--- config.mk ---
export PLATFORM = sky130hd
export DESIGN_NAME = spct_isqrt
export DESIGN_NICKNAME = d
export VERILOG_FILES = /design/src/rtl/core/spct_pkg.sv /design/src/rtl/core/spct_isqrt.sv
export SDC_FILE = /design/constraint.sdc
export NUM_CORES = 2
export LEC_CHECK = 0
export BUFFER_PORTS_ARGS = -buffer_cell sky130_fd_sc_hd__clkbuf_2
export CAP_MARGIN = 20
export CORE_ASPECT_RATIO = 1.1
export CORE_MARGIN = 8
export CORE_UTILIZATION = 60
export DETAILED_ROUTE_END_ITERATION = 10
export PLACE_DENSITY = 0.76
export SLEW_MARGIN = 5
export SYNTH_ARGS = -nofsm -noshare
export SYNTH_HDL_FRONTEND = slang
export SYNTH_SLANG_ARGS = --single-unit
export TNS_END_PERCENT = 20
--- constraint.sdc ---
create_clock -name clk -period 13.45 [get_ports clk]
set_input_delay 2.69 -clock clk [delete_from_list [all_inputs] [get_ports clk]]
set_output_delay 2.69 -clock clk [all_outputs]
set_load 0.02 [all_outputs]
--- src/rtl/core/spct_pkg.sv ---
`default_nettype none
package spct_pkg;

  typedef enum logic [1:0] {
    CMD_LOAD   = 2'd0,
    CMD_QUERY  = 2'd1,
    CMD_AXIS   = 2'd2,
    CMD_UNUSED = 2'd3
  } cmd_t;

  localparam logic [1:0] REG_COUNT  = 2'd0;
  localparam logic [1:0] REG_AXIS_R = 2'd1;
  localparam logic [1:0] REG_AXIS_Z = 2'd2;

  typedef enum logic [3:0] {
    ST_IDLE,
    ST_SQRT_A,
    ST_SQRT_B,
    ST_DIFF,
    ST_READ,
    ST_SEG,
    ST_PROD,
    ST_TEST,
    ST_OUT
  } state_t;

  typedef struct packed {
    logic load_item;
    logic sqrt_start;
    logic sqrt_end;
    logic seg_step;
    logic prod_step;
    logic test_step;
    logic first_seg;
  } ctrl_t;

  typedef struct packed {
    logic sqrt_done;
    logic last_seg;
    logic hit;
    logic few;
  } stat_t;

endpackage
`default_nettype wire

--- src/rtl/core/spct_isqrt.sv ---
`default_nettype none
module spct_isqrt
  import spct_pkg::*;
#(
  parameter int COORD_BITS = 32
) (
  input  wire logic                  clk,
  input  wire logic                  rst,
  input  wire logic                  start,
  input  wire logic [COORD_BITS-1:0] mag_a,
  input  wire logic [COORD_BITS-1:0] mag_b,
  output logic                       done,
  output logic [COORD_BITS-1:0]      root
);

  localparam int MW = 2 * COORD_BITS;
  localparam int SW = 2 * COORD_BITS + 2;
  localparam int CW = $clog2(COORD_BITS + 1);

  logic [SW-1:0]         rem;
  logic [SW-1:0]         src;
  logic [COORD_BITS-1:0] res;
  logic [CW-1:0]         cnt;
  logic                  busy;
  logic [SW-1:0]         rem_sh;
  logic [SW-1:0]         trial;

  assign rem_sh = {rem[SW-3:0], src[SW-1:SW-2]};
  assign trial  = SW'({res, 2'b01});
  assign root   = res;

  always_ff @(posedge clk) begin
    if (rst) begin
      busy <= 1'b0;
      done <= 1'b0;
    end else begin
      done <= 1'b0;
      if (start) begin
        busy <= 1'b1;
        src  <= {2'b00, MW'(mag_a) * MW'(mag_a) + MW'(mag_b) * MW'(mag_b)};
        rem  <= '0;
        res  <= '0;
        cnt  <= CW'(COORD_BITS + 1);
      end else if (busy) begin
        src <= {src[SW-3:0], 2'b00};
        if (rem_sh >= trial) begin
          rem <= rem_sh - trial;
          res <= {res[COORD_BITS-2:0], 1'b1};
        end else begin
          rem <= rem_sh;
          res <= {res[COORD_BITS-2:0], 1'b0};
        end
        cnt <= cnt - CW'(1);
        if (cnt == CW'(1)) begin
          busy <= 1'b0;
          done <= 1'b1;
        end
      end
    end
  end

endmodule
`default_nettype wire

Yosys cells after proc, flatten, opt, wreduce, memory -nomap -nowiden
Index checks and enable logic that the tools add are counted.
{"block": "word_totals", "register_bits": 170, "inputBits": 67, "output_inout_bits": 33, "elab_cells": 30}
{"block": "op_classes", "n_addsub": 3, "n_mul": 2, "n_lt_le_gt_ge": 1, "n_eq_ne": 1, "mux": 11, "bitwise_logic": 2, "n_reduce_logical": 3}
{"operator": "$mux 64", "count": 3}
{"operator": "$mul 32x32->64", "count": 2}
{"operator": "$ge 66x34->1", "count": 1}
{"operator": "$mux 66", "count": 1}
{"operator": "$add 64x64->64", "count": 1}
{"operator": "$sub 64x34->64", "count": 1}
{"operator": "$mux 32", "count": 1}
{"operator": "$eq 6x1->1 const B", "count": 1}
{"operator": "$mux 6", "count": 1}
{"operator": "$sub 6x1->6 const B", "count": 1}
{"operator": "$mux 1", "count": 5}
{"operator": "$reduce_or 3->1", "count": 1}
{"operator": "$not 1->1", "count": 2}
{"operator": "$reduce_and 2->1", "count": 1}
{"operator": "$reduce_bool 2->1", "count": 1}

Logic depth before layout (Yosys ltp)
{"block": "logic_depth", "depth_word": 4, "mapped_depth": 36, "mapped_depth_nobuf": 34}

Worst setup path after synthesis
OpenSTA, ideal clock, no wires.
{"block": "synth_timing", "kind": "input port to flip-flop", "startpoint": "input mag_a[13]", "endpoint": "register src[62], data pin", "setup_ns": 0.260, "arrival_time_ns": 11.031, "t_required_ns": 13.190, "path_slack_ns": 2.159, "cell_stages": 32, "n_path_buf": 3, "cell_sequence": "clkbuf_1 clkbuf_1 nand2_1 fa_1 inv_1 fa_1 fa_1 fa_1 fa_1 inv_1 fa_1 inv_1 fa_1 fa_1 fa_1 inv_1 fa_1 inv_1 ha_1 clkbuf_1 nand2_1 o21ai_1 a31oi_1 o21ai_0 a21oi_1 o31a_1 o31a_1 nor2b_2 a21oi_2 o211a_1 xnor2_1 mux2_2"}
{"block": "synth_between", "elab_chain_cells": 3}
{"item": "from (decl)", "line_no": "spct_isqrt.sv:10", "text": "input wire logic [COORD_BITS-1:0] mag_a,"}
{"item": "$mul 32x32->64", "line_no": "spct_isqrt.sv:40", "text": "src <= {2'b00, MW'(mag_a) * MW'(mag_a) + MW'(mag_b) * MW'(mag_b)};"}
{"item": "$add 64x64->64", "line_no": "spct_isqrt.sv:40"}
{"item": "$mux 64", "line_no": "spct_isqrt.sv:38", "text": "if (start) begin"}
{"item": "to (signal assigned)", "line_no": "spct_isqrt.sv:40"}
{"item": "to (signal assigned)", "line_no": "spct_isqrt.sv:45", "text": "src <= {src[SW-3:0], 2'b00};"}
{"item": "to (decl)", "line_no": "spct_isqrt.sv:21", "text": "logic [SW-1:0] src;"}
No other way between the ends.
A chain may end at the register's enable or synchronous reset.

Worst setup path after layout
{"block": "layout_timing", "startpoint": "input mag_a[15]", "endpoint": "register src[60], data pin"}
Same word-level chain as after synthesis.

==> summary.md <==
| Metric | Value |
|---|---|
| NumNets Final | `9184` |
| Fin crit share | `0.897` |
| Crit path DAT | `12320 ps` |
| Fin util | `0.623` |
| Pins Over Slew Limit | `0` |
| Vias in the first global route | `around 54000` |
| Ports | `100` |
| Initial core utilization | `0.601` |
| Global Route Usage Sum | `0.287` |
| Dominant synthesized flop cell | `edfxtp_1` |
| Max Fclk | `between 80 and 90 MHz` |
| Final Hold Viols | `0` |
| RSZ-0062 raised after global routing | `false` |
| Reg clk slew, reported paths | `approximately 80 ps` |
| Initial antenna violation count | `2` |
| Clock period minus final worst setup slack | `12070 ps` |
| First-pass GRT wire length | `273000 µm` |
| Pre-CTS setup slack | `around 1000 ps` |
| Layout cells sized above 1 | `0.0414` |
| Area of the mapped netlist | `approximately 67000 µm²` |
| Critical path required time | `13710 ps` |
| Ys async rst share | `0` |
| Number of port buffers | `99` |
| DR WL met3 | `between 8000 and 9000 µm` |
| # H-tree levels | `4` |
| Slowest cell on the critical path | `fa_1` |
| Synthesis-to-finish area growth | `3.68%` |
| Post-DP HPWL | `143000 µm` |
| Largest net degree at the start of global routing | `150` |
| Worst Hold Depth | `1` |
| Routed length on met2 | `around 91000 µm` |
| Net count after synthesis | `approximately 9000` |
| Max-Cap Viols | `0` |
| Syn Inst Count | `6897` |
| Clock Path Buffers | `2` |
| ANT cells | `0` |
| WP depth | `32` |
| Floorplan Core Area | `~110000 µm²` |
| Fill cells | `a little over 9000` |
| Critical path's top delay family | `adder cells` |
| Post-synthesis register bit count | `170` |
| Vias per cell | `between 5 and 6` |
| CP max stage delay | `600 ps` |
| DRC viols | `0` |
| Worst-Margin Slew | `between 1000 and 1500 ps` |
| Crit-path max FO | `14` |
| DRT Wirelength | `roughly 170000 µm` |
| Final Skew | `between 20 and 30 ps` |
| Status | `completed` |
| Via count | `between 40000 and 50000` |
| M1 WL | `52900 µm` |
| WP buf/inv | `8` |
| Setup Buffers After CTS | `0` |
| Post-CTS sizing | `0` |
| Synth cell types | `81` |
| Initial DRC Count | `about 2800` |
| Average wire per standard cell | `about 20 µm` |
| Critical path type | `in2reg` |
| Placer Congestion | `0.961` |
| Syn_area_per_cell | `a little under 10 µm²` |
| Fin area | `roughly 70000 µm²` |
| CTS tree | `done` |
| Post-Place Cell Area | `between 60000 and 70000 µm²` |
| R2r worst-path depth | `14` |
| Relative slew slack | `0.255` |
| GRT overflow | `0` |
| Final ANT Viol Nets | `0` |
| Die area | `about 120000 µm²` |
| Top sig layer | `met5` |
| Number of cell rows | `129` |
| Sequential-to-total area share from yosys stat | `0.0756` |
| CTS root buf | `clkbuf_16` |
| TritonRoute pass-1 iters | `8` |
| Final setup margin | `roughly 1400 ps` |
| Setup TNS | `0 ps` |
| Final setup viols | `0` |
| DIE WIDTH | `~340 µm` |
| Most frequent CP cell | `fa_1` |
| Post-synth EDFFs | `roughly 170` |
| Clock sink count | `between 150 and 200` |
| Clock latency on the worst-skew pair | `~520 ps` |
| CP Capture Type | `flop` |
| Worst Hold Class | `reg2reg` |
| Inserted Clock Buffers | `17` |
| Die Y-Extent | `367 µm` |
| Worst Setup Start Kind | `input port` |
| CTS Hold Bufs | `0` |
| Synth warn | `0` |
## kinds of logic (layout without fill, tap and decap cells)
family,count (synthesis),count (layout),share of synthesized area
flip-flops,170,170,0.0756
multiplexers,63,63,0.0105
AO/OA/AOI/OAI,377,377,0.0369
XOR/XNOR,171,171,0.0223
adder cells (fa/ha/maj),2293,2293,0.620
AND/OR/NAND/NOR,1410,1410,0.0999
buffers and inverters,2413,2353,0.135
## stage by stage
| step | std cells | hold WS, ps |
|---|---|---|
| 6_report | 8343 | 489 |
| 5_1_grt | 8343 | 517 |
| 4_1_cts | 8343 | 490 |
| 3_5_place_dp | 8311 | 479 |
| 3_3_place_gp | 8311 | 461 |
| 2_1_floorplan | 6897 | 454 |
## final timing paths
path | slack (ps) | to | from
min reg2reg | 490 | done$_SDFF_PP0_ | busy$_SDFF_PP0_
min | 490 | done$_SDFF_PP0_ | busy$_SDFF_PP0_
max reg2reg | 9150 | rem[57]$_SDFFCE_PP0P_ | rem[0]$_SDFFCE_PP0P_
max | 1380 | src[60]$_DFFE_PP_ | mag_a[15]
## cell type report
cell class	count	area, µm²	area share
timing repair buffer	145	860	0.0123
inverter	2176	8170	0.117
clock buffer	17	425	0.00610
tap	1506	1880	0.0270
sequential	170	5080	0.0729
multi-input combinational	4314	53100	0.762
clock inverter	15	188	0.00269
## layer usage
layer	GRT usage	vias up
met5	0	-
met4	0.212	2
met3	0.0350	685
met2	0.535	1639
met1	0.292	23788
li1	-	19706
## state kept, by name (all words and copies together) (netlist names)
name,cells
busy,1
cnt,6
done,1
rem,64
root,32
src,66
## placed cells by master (no fill, tap or decap), drive strengths merged, types with 5 or more instances in the layout
cell type / instances
inv: 2177
fa: 1731
nand2: 650
ha: 562
and2: 404
nor2: 194
edfxtp: 168
a21oi: 126
clkbuf: 115
xnor2: 107
a21o: 74
xor2: 64
o21ai: 60
mux2: 58
buf: 47
nand3: 28
nor2b: 25
nand4: 23
a31oi: 17
nor3: 17
a211oi: 16
o21a: 15
o21bai: 14
and3: 14
or2: 14
or3: 13
clkinv: 13
a31o: 8
nand2b: 7
a211o: 6
o211ai: 6
mux2i: 5
and4: 5
nor4: 5
a41oi: 5
a21boi: 5
## Yosys cell counts, types with 58 or more instances
cell type,instances,area (µm²)
xnor2_1,107,937
fa_1,1731,34700
ha_1,562,7030
inv_1,2169,8140
mux2_2,58,653
a21o_1,74,556
nand2_1,649,2440
clkbuf_1,227,852
edfxtp_1,168,5040
and2_1,403,2520
nor2_1,194,728
xor2_1,64,561
a21oi_1,122,611
Power is left out: the tool's default activity adds up to more than one toggle a clock period on the data nets, which glitch-free logic cannot reach.
